==> src/rtl/nnts_pkg.sv <==
// Shared types and constants of the nearest-neighbor texture stretcher.
`default_nettype none
package nnts_pkg;

  localparam int DIM_W     = 13;  // texture and source side width
  localparam int COORD_W   = 12;  // destination column and row width
  localparam int FRAC_BITS = 16;  // fraction bits of the steps
  localparam int STEP_W    = 28;  // step (quotient) width
  localparam int ACC_W     = 30;  // accumulator width
  localparam int IDX_W     = 24;  // source index width
  localparam int SU_W      = ACC_W - FRAC_BITS;  // integer part of an accumulator
  localparam int PROD_W    = SU_W + DIM_W;
  localparam int CNT_W     = $clog2(STEP_W);
  localparam int CFG_IDX_W = 3;
  localparam int MAX_DIM   = 4096;

  localparam logic KIND_START = 1'b0;
  localparam logic KIND_STEP  = 1'b1;

  localparam logic [CFG_IDX_W-1:0] CFG_POW2_ONLY   = 3'd0;
  localparam logic [CFG_IDX_W-1:0] CFG_SQUARE_ONLY = 3'd1;
  localparam logic [CFG_IDX_W-1:0] CFG_MIN_WIDTH   = 3'd2;
  localparam logic [CFG_IDX_W-1:0] CFG_MAX_WIDTH   = 3'd3;
  localparam logic [CFG_IDX_W-1:0] CFG_MIN_HEIGHT  = 3'd4;
  localparam logic [CFG_IDX_W-1:0] CFG_MAX_HEIGHT  = 3'd5;

  localparam logic [DIM_W-1:0] MIN_SIDE_RESET = 13'd16;
  localparam logic [DIM_W-1:0] MAX_SIDE_RESET = 13'd1024;

  // Commands from the controller to the datapath.
  typedef struct packed {
    logic start;     // load a new texture, seed the dividers
    logic div_step;  // advance both dividers by one quotient bit
    logic pixel;     // emit one destination pixel and advance
    logic idle_rsp;  // emit an idle result
    logic out_load;  // load the output register
  } nnts_cmd_t;

  // Status from the datapath to the controller.
  typedef struct packed {
    logic last;      // current pixel is the final one of the texture
  } nnts_sts_t;

endpackage
`default_nettype wire

==> src/rtl/nnts_ctrl.sv <==
// Controller of the texture stretcher: handshake, state machine, divider count.
`default_nettype none
module nnts_ctrl
  import nnts_pkg::*;
(
  input  wire logic      clk_i,
  input  wire logic      rst_ni,
  input  wire logic      in_valid_i,
  output logic           in_stall_o,
  input  wire logic      kind_i,
  output logic           out_valid_o,
  input  wire logic      out_stall_i,
  input  wire nnts_sts_t sts_i,
  output nnts_cmd_t      cmd_o
);

  typedef enum logic [1:0] {ST_IDLE, ST_DIV, ST_RUN} state_e;

  state_e             state_q;
  logic [CNT_W-1:0]   cnt_q;
  logic               out_valid_q;
  logic               out_free;
  logic               accept;

  assign out_free    = !out_valid_q || !out_stall_i;
  assign in_stall_o  = (state_q == ST_DIV) || !out_free;
  assign accept      = in_valid_i && !in_stall_o;
  assign out_valid_o = out_valid_q;

  always_comb begin
    cmd_o          = '0;
    cmd_o.start    = accept && (kind_i == KIND_START);
    cmd_o.pixel    = accept && (kind_i == KIND_STEP) && (state_q == ST_RUN);
    cmd_o.idle_rsp = accept && (kind_i == KIND_STEP) && (state_q != ST_RUN);
    cmd_o.div_step = (state_q == ST_DIV);
    cmd_o.out_load = accept;
  end

  always_ff @(posedge clk_i or negedge rst_ni) begin
    if (!rst_ni) begin
      state_q     <= ST_IDLE;
      cnt_q       <= '0;
      out_valid_q <= 1'b0;
    end else begin
      if (accept) begin
        out_valid_q <= 1'b1;
      end else if (!out_stall_i) begin
        out_valid_q <= 1'b0;
      end
      unique case (state_q)
        ST_IDLE, ST_RUN: begin
          if (cmd_o.start) begin
            state_q <= ST_DIV;
            cnt_q   <= '0;
          end else if (cmd_o.pixel && sts_i.last) begin
            state_q <= ST_IDLE;
          end
        end
        ST_DIV: begin
          cnt_q <= cnt_q + CNT_W'(1);
          if (cnt_q == CNT_W'(STEP_W - 1)) begin
            state_q <= ST_RUN;
          end
        end
        default: state_q <= ST_IDLE;
      endcase
    end
  end

  a_start_enters_div: assert property (@(posedge clk_i) disable iff (!rst_ni)
    cmd_o.start |=> (state_q == ST_DIV) && (cnt_q == '0))
    else $error("start did not enter the divide phase");

  a_div_ends_in_run: assert property (@(posedge clk_i) disable iff (!rst_ni)
    (state_q == ST_DIV) && (cnt_q == CNT_W'(STEP_W - 1)) |=> (state_q == ST_RUN))
    else $error("divide phase did not end after the last quotient bit");

  a_accept_gives_result: assert property (@(posedge clk_i) disable iff (!rst_ni)
    accept |=> out_valid_q)
    else $error("accepted request produced no result");

  a_one_response: assert property (@(posedge clk_i) disable iff (!rst_ni)
    $onehot0({cmd_o.start, cmd_o.pixel, cmd_o.idle_rsp}))
    else $error("more than one response command at once");

endmodule
`default_nettype wire

==> src/rtl/nnts_dp.sv <==
// Datapath of the texture stretcher: config, size adjust, dividers, walker, output register.
`default_nettype none
module nnts_dp
  import nnts_pkg::*;
(
  input  wire logic                 clk_i,
  input  wire logic                 rst_ni,
  input  wire logic                 cfg_we_i,
  input  wire logic [CFG_IDX_W-1:0] cfg_idx_i,
  input  wire logic [DIM_W-1:0]     cfg_data_i,
  input  wire logic [DIM_W-1:0]     src_width_i,
  input  wire logic [DIM_W-1:0]     src_height_i,
  input  wire logic [DIM_W-1:0]     req_width_i,
  input  wire logic [DIM_W-1:0]     req_height_i,
  input  wire logic                 copy_mode_i,
  input  wire nnts_cmd_t            cmd_i,
  output nnts_sts_t                 sts_o,
  output logic                      is_size_report_o,
  output logic [DIM_W-1:0]          tex_width_o,
  output logic [DIM_W-1:0]          tex_height_o,
  output logic [IDX_W-1:0]          src_index_o,
  output logic [COORD_W-1:0]        dest_x_o,
  output logic [COORD_W-1:0]        dest_y_o,
  output logic                      in_source_o,
  output logic                      idle_o,
  output logic                      last_o
);

  localparam logic [DIM_W:0] ONE_W  = (DIM_W + 1)'(1);
  localparam logic [DIM_W:0] MAX_W  = (DIM_W + 1)'(MAX_DIM);

  function automatic logic [DIM_W:0] round_pow2(input logic [DIM_W-1:0] v);
    logic [DIM_W:0] r;
    logic [DIM_W:0] x;
    x = {1'b0, v};
    r = x;
    for (int i = 0; i < DIM_W; i++) begin
      if ((x > (ONE_W << i)) && (x <= (ONE_W << (i + 1)))) begin
        r = ONE_W << (i + 1);
      end
    end
    return r;
  endfunction

  function automatic logic [DIM_W:0] clamp_side(input logic [DIM_W:0] v,
                                                input logic [DIM_W-1:0] lo,
                                                input logic [DIM_W-1:0] hi);
    logic [DIM_W:0] r;
    r = v;
    if (v < {1'b0, lo}) begin
      r = {1'b0, lo};
    end else if (v > {1'b0, hi}) begin
      r = {1'b0, hi};
    end
    return r;
  endfunction

  function automatic logic [DIM_W-1:0] sat_dim(input logic [DIM_W:0] v);
    logic [DIM_W-1:0] r;
    r = v[DIM_W-1:0];
    if (v == '0) begin
      r = DIM_W'(1);
    end else if (v > MAX_W) begin
      r = DIM_W'(MAX_DIM);
    end
    return r;
  endfunction

  // Configuration registers.
  logic             pow2_only_q, square_only_q;
  logic [DIM_W-1:0] min_width_q, max_width_q, min_height_q, max_height_q;

  always_ff @(posedge clk_i or negedge rst_ni) begin
    if (!rst_ni) begin
      pow2_only_q   <= 1'b0;
      square_only_q <= 1'b0;
      min_width_q   <= MIN_SIDE_RESET;
      max_width_q   <= MAX_SIDE_RESET;
      min_height_q  <= MIN_SIDE_RESET;
      max_height_q  <= MAX_SIDE_RESET;
    end else if (cfg_we_i) begin
      unique case (cfg_idx_i)
        CFG_POW2_ONLY:   pow2_only_q   <= cfg_data_i[0];
        CFG_SQUARE_ONLY: square_only_q <= cfg_data_i[0];
        CFG_MIN_WIDTH:   min_width_q   <= cfg_data_i;
        CFG_MAX_WIDTH:   max_width_q   <= cfg_data_i;
        CFG_MIN_HEIGHT:  min_height_q  <= cfg_data_i;
        CFG_MAX_HEIGHT:  max_height_q  <= cfg_data_i;
        default: ;
      endcase
    end
  end

  // Size adjustment of a start request.
  logic [DIM_W:0]   tw_p, th_p, tw_c, th_c, side_max;
  logic [DIM_W-1:0] tw_new, th_new, sw_new, sh_new, sw_m1, sh_m1;

  always_comb begin
    tw_p = pow2_only_q ? round_pow2(req_width_i)  : {1'b0, req_width_i};
    th_p = pow2_only_q ? round_pow2(req_height_i) : {1'b0, req_height_i};
    tw_c = clamp_side(tw_p, min_width_q, max_width_q);
    th_c = clamp_side(th_p, min_height_q, max_height_q);
    side_max = (tw_c > th_c) ? tw_c : th_c;
    if (square_only_q) begin
      tw_c = side_max;
      th_c = side_max;
    end
    tw_new = sat_dim(tw_c);
    th_new = sat_dim(th_c);
    sw_new = sat_dim({1'b0, src_width_i});
    sh_new = sat_dim({1'b0, src_height_i});
    sw_m1  = sw_new - DIM_W'(1);
    sh_m1  = sh_new - DIM_W'(1);
  end

  // Texture state.
  logic               mode_copy_q;
  logic [DIM_W-1:0]   tex_w_q, tex_h_q, src_w_q, src_h_q;
  logic [ACC_W-1:0]   acc_u_q, acc_v_q;
  logic [COORD_W-1:0] col_q, row_q;
  // Restoring dividers: dividend shifts out as the quotient shifts in.
  logic [STEP_W-1:0]  quo_u_q, quo_v_q;
  logic [DIM_W-1:0]   rem_u_q, rem_v_q;

  logic [DIM_W:0]     trial_u, trial_v;
  logic               ge_u, ge_v;

  always_comb begin
    trial_u = {rem_u_q, quo_u_q[STEP_W-1]};
    trial_v = {rem_v_q, quo_v_q[STEP_W-1]};
    ge_u    = trial_u >= {1'b0, tex_w_q};
    ge_v    = trial_v >= {1'b0, tex_h_q};
  end

  // Pixel generation.
  logic [DIM_W:0]     col_p1, row_p1;
  logic               row_end, is_last, in_src;
  logic [SU_W-1:0]    mul_a, mul_c;
  logic [PROD_W-1:0]  prod;
  logic [PROD_W:0]    sum;
  logic [IDX_W-1:0]   idx;

  always_comb begin
    col_p1  = {2'b0, col_q} + (DIM_W + 1)'(1);
    row_p1  = {2'b0, row_q} + (DIM_W + 1)'(1);
    row_end = col_p1 >= {1'b0, tex_w_q};
    is_last = row_end && (row_p1 >= {1'b0, tex_h_q});
    in_src  = !mode_copy_q ||
              (({1'b0, col_q} < src_w_q) && ({1'b0, row_q} < src_h_q));
    mul_a   = mode_copy_q ? SU_W'(row_q) : acc_v_q[ACC_W-1:FRAC_BITS];
    mul_c   = mode_copy_q ? SU_W'(col_q) : acc_u_q[ACC_W-1:FRAC_BITS];
    prod    = PROD_W'(mul_a) * PROD_W'(src_w_q);
    sum     = {1'b0, prod} + (PROD_W + 1)'(mul_c);
    idx     = in_src ? sum[IDX_W-1:0] : '0;
  end

  assign sts_o.last = is_last;

  always_ff @(posedge clk_i or negedge rst_ni) begin
    if (!rst_ni) begin
      mode_copy_q <= 1'b0;
      tex_w_q     <= '0;
      tex_h_q     <= '0;
      src_w_q     <= '0;
      src_h_q     <= '0;
      acc_u_q     <= '0;
      acc_v_q     <= '0;
      col_q       <= '0;
      row_q       <= '0;
      quo_u_q     <= '0;
      quo_v_q     <= '0;
      rem_u_q     <= '0;
      rem_v_q     <= '0;
    end else if (cmd_i.start) begin
      mode_copy_q <= copy_mode_i;
      tex_w_q     <= tw_new;
      tex_h_q     <= th_new;
      src_w_q     <= sw_new;
      src_h_q     <= sh_new;
      acc_u_q     <= '0;
      acc_v_q     <= '0;
      col_q       <= '0;
      row_q       <= '0;
      quo_u_q     <= {sw_m1[STEP_W-FRAC_BITS-1:0], FRAC_BITS'(0)};
      quo_v_q     <= {sh_m1[STEP_W-FRAC_BITS-1:0], FRAC_BITS'(0)};
      rem_u_q     <= '0;
      rem_v_q     <= '0;
    end else if (cmd_i.div_step) begin
      rem_u_q <= ge_u ? DIM_W'(trial_u - {1'b0, tex_w_q}) : trial_u[DIM_W-1:0];
      rem_v_q <= ge_v ? DIM_W'(trial_v - {1'b0, tex_h_q}) : trial_v[DIM_W-1:0];
      quo_u_q <= {quo_u_q[STEP_W-2:0], ge_u};
      quo_v_q <= {quo_v_q[STEP_W-2:0], ge_v};
    end else if (cmd_i.pixel) begin
      if (is_last) begin
        col_q   <= '0;
        row_q   <= '0;
        acc_u_q <= '0;
        acc_v_q <= '0;
      end else if (row_end) begin
        col_q   <= '0;
        acc_u_q <= '0;
        row_q   <= row_p1[COORD_W-1:0];
        acc_v_q <= acc_v_q + ACC_W'(quo_v_q);
      end else begin
        col_q   <= col_p1[COORD_W-1:0];
        acc_u_q <= acc_u_q + ACC_W'(quo_u_q);
      end
    end
  end

  // Output register; payload needs no reset.
  always_ff @(posedge clk_i) begin
    if (cmd_i.out_load) begin
      is_size_report_o <= cmd_i.start;
      tex_width_o      <= cmd_i.start ? tw_new : '0;
      tex_height_o     <= cmd_i.start ? th_new : '0;
      src_index_o      <= cmd_i.pixel ? idx : '0;
      dest_x_o         <= cmd_i.pixel ? col_q : '0;
      dest_y_o         <= cmd_i.pixel ? row_q : '0;
      in_source_o      <= cmd_i.pixel && in_src;
      idle_o           <= cmd_i.idle_rsp;
      last_o           <= cmd_i.pixel && is_last;
    end
  end

endmodule
`default_nettype wire

==> src/rtl/nearest_neighbor_texture_stretch.sv <==
// Top level of the nearest-neighbor texture stretcher.
`default_nettype none
// A start request (kind 0) adjusts the requested texture size (optional
// power-of-two round up, clamp to the min/max registers with the minimum
// checked first, optional square to the larger side, saturate to 1..4096) and
// answers with a size report. It then computes the 12.16 steps
// ((src-1) << 16) / tex for both axes in two restoring dividers that share
// one bit counter: one quotient bit per cycle, with in_stall_o
// high throughout. Each step request (kind 1) then yields one destination
// pixel in row order, one per cycle unless the output register is stalled:
// in stretch mode the nearest-neighbor source index from the integer parts
// of the accumulators, in copy mode the direct index or in_source_o low for
// padding. last_o marks the final pixel, after which the block is idle
// again; a step while idle returns idle_o. A start while a texture runs
// abandons it. Results sit in one output register; while it is full and
// stalled, new requests are held off. Write the configuration registers
// only while the block is idle: they are sampled on start.
module nearest_neighbor_texture_stretch
  import nnts_pkg::*;
(
  input  wire logic                 clk_i,
  input  wire logic                 rst_ni,
  input  wire logic                 cfg_we_i,
  input  wire logic [CFG_IDX_W-1:0] cfg_idx_i,
  input  wire logic [DIM_W-1:0]     cfg_data_i,
  input  wire logic                 in_valid_i,
  output logic                      in_stall_o,
  input  wire logic                 kind_i,
  input  wire logic [DIM_W-1:0]     src_width_i,
  input  wire logic [DIM_W-1:0]     src_height_i,
  input  wire logic [DIM_W-1:0]     req_width_i,
  input  wire logic [DIM_W-1:0]     req_height_i,
  input  wire logic                 copy_mode_i,
  output logic                      out_valid_o,
  input  wire logic                 out_stall_i,
  output logic                      is_size_report_o,
  output logic [DIM_W-1:0]          tex_width_o,
  output logic [DIM_W-1:0]          tex_height_o,
  output logic [IDX_W-1:0]          src_index_o,
  output logic [COORD_W-1:0]        dest_x_o,
  output logic [COORD_W-1:0]        dest_y_o,
  output logic                      in_source_o,
  output logic                      idle_o,
  output logic                      last_o
);

  nnts_cmd_t cmd;
  nnts_sts_t sts;

  // Sequence requests, run the divide phase, track the output register.
  nnts_ctrl u_ctrl (
    .clk_i       (clk_i),
    .rst_ni      (rst_ni),
    .in_valid_i  (in_valid_i),
    .in_stall_o  (in_stall_o),
    .kind_i      (kind_i),
    .out_valid_o (out_valid_o),
    .out_stall_i (out_stall_i),
    .sts_i       (sts),
    .cmd_o       (cmd)
  );

  // Hold configuration and texture state, divide, walk pixels, drive results.
  nnts_dp u_dp (
    .clk_i            (clk_i),
    .rst_ni           (rst_ni),
    .cfg_we_i         (cfg_we_i),
    .cfg_idx_i        (cfg_idx_i),
    .cfg_data_i       (cfg_data_i),
    .src_width_i      (src_width_i),
    .src_height_i     (src_height_i),
    .req_width_i      (req_width_i),
    .req_height_i     (req_height_i),
    .copy_mode_i      (copy_mode_i),
    .cmd_i            (cmd),
    .sts_o            (sts),
    .is_size_report_o (is_size_report_o),
    .tex_width_o      (tex_width_o),
    .tex_height_o     (tex_height_o),
    .src_index_o      (src_index_o),
    .dest_x_o         (dest_x_o),
    .dest_y_o         (dest_y_o),
    .in_source_o      (in_source_o),
    .idle_o           (idle_o),
    .last_o           (last_o)
  );

endmodule
`default_nettype wire

==> config.mk <==
export PLATFORM = sky130hd
export DESIGN_NAME = nearest_neighbor_texture_stretch
export DESIGN_NICKNAME = d
export VERILOG_FILES = /design/src/rtl/nnts_pkg.sv /design/src/rtl/nnts_ctrl.sv /design/src/rtl/nnts_dp.sv /design/src/rtl/nearest_neighbor_texture_stretch.sv
export SDC_FILE = /design/constraint.sdc
export NUM_CORES = 2
export LEC_CHECK = 0
export CAP_MARGIN = 10
export CORE_MARGIN = 1.5
export CORE_UTILIZATION = 40
export CTS_CLUSTER_SIZE = 8
export DETAILED_ROUTE_END_ITERATION = 8
export DONT_BUFFER_PORTS = 1
export GPL_TIMING_DRIVEN = 1
export MAX_ROUTING_LAYER = met4
export SYNTH_ARGS = -nofsm -noshare
export SYNTH_HDL_FRONTEND = slang
export SYNTH_HIERARCHICAL = 1
export SYNTH_SLANG_ARGS = --single-unit
==> constraint.sdc <==
create_clock -name clk_i -period 9.74 [get_ports clk_i]
set_clock_uncertainty 0.1 [all_clocks]
set_input_delay 0.974 -clock clk_i [delete_from_list [all_inputs] [get_ports clk_i]]
set_output_delay 0.974 -clock clk_i [all_outputs]
set_load 0.05 [all_outputs]
==> results.cfg <==
[clocking]
cts.repair.resized = 0
numCtsBuffers = 51
tritoncts = done
cts-root-buf = clkbuf_16
clk_pin_slew_ns = 0.05
clkLatencyLatePin_ns = 0.60
cts_max_level = 2
clk_path_buf_depth = 3
cts.sinks = 359

[logic_synthesis]
syn_area_per_cell_um2 = 9.202
synth_most_common_cell = nand2_1
yosys.area.top_type = dfrtp_1
synth_area_um2 = 29790
yosys_warnings = 6
synth_edf_count = 78
ys_top_cells_by_count = 332 x nand2_1, 308 x inv_1, 277 x dfrtp_1
netlist.area_leader.share = 0.2327
syn_inst = 3237
yosysSeqAreaShare = 0.3149
synthArstFlopShare = 0.7827
ys_ff_latch = 359
synth.distinct_cells = 94
ys.flop_type = dfrtp_1
ys_top_cells_by_area = dfrtp_1 23%, ha_1 11%, fa_1 9.7%
synth_nets = 3729

[grt]
grt_max_degree = 213
grt_use_total = 0.2302
antenna_found_initial = 5
overflow = 0
grt_pass1_vias = 23120
grt_pass1_wl_um = 133000

[routing]
vias = 23530
wl_per_cell_um = 20.17
drtIter0Drc = 1647
postRouteWirelength_um = 84220
postRouteAntennaNets = 0
dr.pass1.iters = 5
drc = 0
viasPerCell = 5.634

[die]
boundaryPins = 155
rows = 99
initial_utilization = 0.4062
core_um2 = 73330
die_x_um = 275.9
dieArea_um2 = 76120
die_y_um = 275.9

[setup_path]
timing.rr.start = u_dp/row_q[4]
ff2ff_path_depth = 22
crit_path_max_fanout = 23
crit_type = in -> reg
end_kind = flip-flop
required_ns = 10.14
r2r_slack_ns = 2.06
r2r-end = u_dp/src_index_o[23]
arrival_ns = 8.56
start_kind = primary input

[sta]
fmax_ghz = 0.1224
period_needed_ns = 8.167
slew_headroom = 0.2088
rsz0062_at_grt = no
hold_ws_ns = 0.1193
setup_viol = 0
tns_ns = 0
finalCritPeriodShare = 0.8385
hold_viol = 0
worst_slew_pin_slew_ns = 1.184
final_max_slew_viol_count = 0

[final_layout]
layout.nets = 3670
drive_gt1_frac = 0.05913
postLayoutCoreUtil = 0.4390
fill_cells = 7138
synthToLayoutAreaGrowth_pct = 8.073

[place]
globalplace.congestion = 0.9185
place_hpwl_um = 63210
port_buffers = 0

[power_and_ir_drop]
power_density_nw_per_um2 = 288.3
vdd_drop_max_mv = 0.1268
power.leakage_nw = 15.06
power.total_mw = 9.282

[job]
maxCapViolations = 0

[worst_hold_path]
min_path_type = in -> async

[run_status]
status = finished clean
==> power breakdown <==
part           internal [mW]  switching (mW)  leakage [nW]
Clock                  0.983           0.682         0.695
Combinational           2.07            2.91          10.1
Sequential              2.01           0.623          4.31
Total                   5.06            4.22          15.1
==> flip-flops by register name, indices dropped and copies added (netlist names), 24 cells and up <==
signal,flops
u_dp/acc_u_q,30
u_dp/acc_v_q,30
u_dp/quo_u_q,28
u_dp/quo_v_q,28
u_dp/src_index_o,24
==> metrics by stage <==
| step | setup WS (ns) | area [um2] | cells |
|---|---|---|---|
| final | 1.573 | 32190 | 4176 |
| after global routing | 1.004 | 32190 | 4176 |
| after CTS | 1.702 | 32180 | 4172 |
| after detailed placement | 1.104 | 30670 | 4082 |
| after global placement | 1.129 | 30670 | 4082 |
| after floorplan | 2.167 | 29790 | 3237 |
==> cell type report <==
class	count	area, um2	area share
Multi-Input combinational cell	2429	18740	0.5822
Sequential cell	359	9379	0.2913
Clock buffer	85	1425	0.04427
Tap cell	959	1200	0.03727
Inverter	311	1171	0.03638
Timing Repair Buffer	26	235.2	0.007307
Clock inverter	3	30.03	0.0009328
Antenna cell	4	10.01	0.0003109
==> repair_timing <==
item,4_1_cts,5_1_grt
hold endpoints to repair,212,0
hold buffers,2,0
setup buffers,0,0
==> logic make-up after synthesis <==
| logic type | count (synthesis) | share of synthesized area |
|---|---|---|
| compound gates | 737 | 0.1653 |
| mux | 151 | 0.05356 |
| other cells | 2 | 0.0002521 |
| buf+inv | 449 | 0.05826 |
| xor+xnor | 111 | 0.03264 |
| flops | 359 | 0.3149 |
| fa+ha+maj | 417 | 0.2115 |
| simple gates | 1011 | 0.1636 |
==> cells in the final DEF (no fill, tap or decap), drive strengths merged, types with 40 or more instances in the layout <==
cell and count:
fa 144, xnor2 64, inv 308, nor3 62
a21o 63, mux2i 87, clkbuf 85, and2 72
nand2 332, nor2b 52, nor2 230, edfxtp 78
dfrtp 277, nand3 66, mux2 64, a211oi 40
xor2 47, a21oi 126, ha 273, o21ai 200
a22o 48
==> worst max-delay path, stage by stage <==
cell       delay [ns]
or4_1            0.64
or3_1            0.46
o41ai_1          0.67
ha_1             0.36
nand4_1          0.10
a21oi_1          0.05
a211o_1          0.26
a2111oi_0        0.65
o21ai_1          0.43
nor2_1           0.20
a211oi_1         0.06
a21oi_1          0.35
ha_1             0.32
a2111oi_0        0.62
o21ai_0          0.19
o31ai_1          0.23
a21oi_1          0.12
nor2b_1          0.12
buf_4            0.28
o311ai_0         0.18
nor4_1           0.58
o21ai_2          0.35
a221oi_1         0.34
==> worst max path at each step <==
stage | cells after the start | to | start | slack (ns)
CTS | 23 | u_dp/tex_w_q[4] | req_height_i[12] | 1.70
floorplan | 26 | u_dp/tex_width_o[3] | req_height_i[12] | 2.17
global route | 23 | u_dp/tex_w_q[10] | req_height_i[12] | 1.00
finish | 23 | u_dp/tex_w_q[4] | req_height_i[12] | 1.57
detailed placement | 23 | u_dp/tex_w_q[4] | req_height_i[12] | 1.10
global placement | 23 | u_dp/tex_w_q[4] | req_height_i[12] | 1.13
==> routing by layer <==
layer	vias up	share of wire	track usage
li1	11320	-	-
met1	11440	0.45	0.2968
met2	622	0.46	0.3613
met3	141	0.062	0.04622
met4	0	0.034	0.07637
met5	-	0	-
Note: power is estimated with default switching activity, not from simulation.
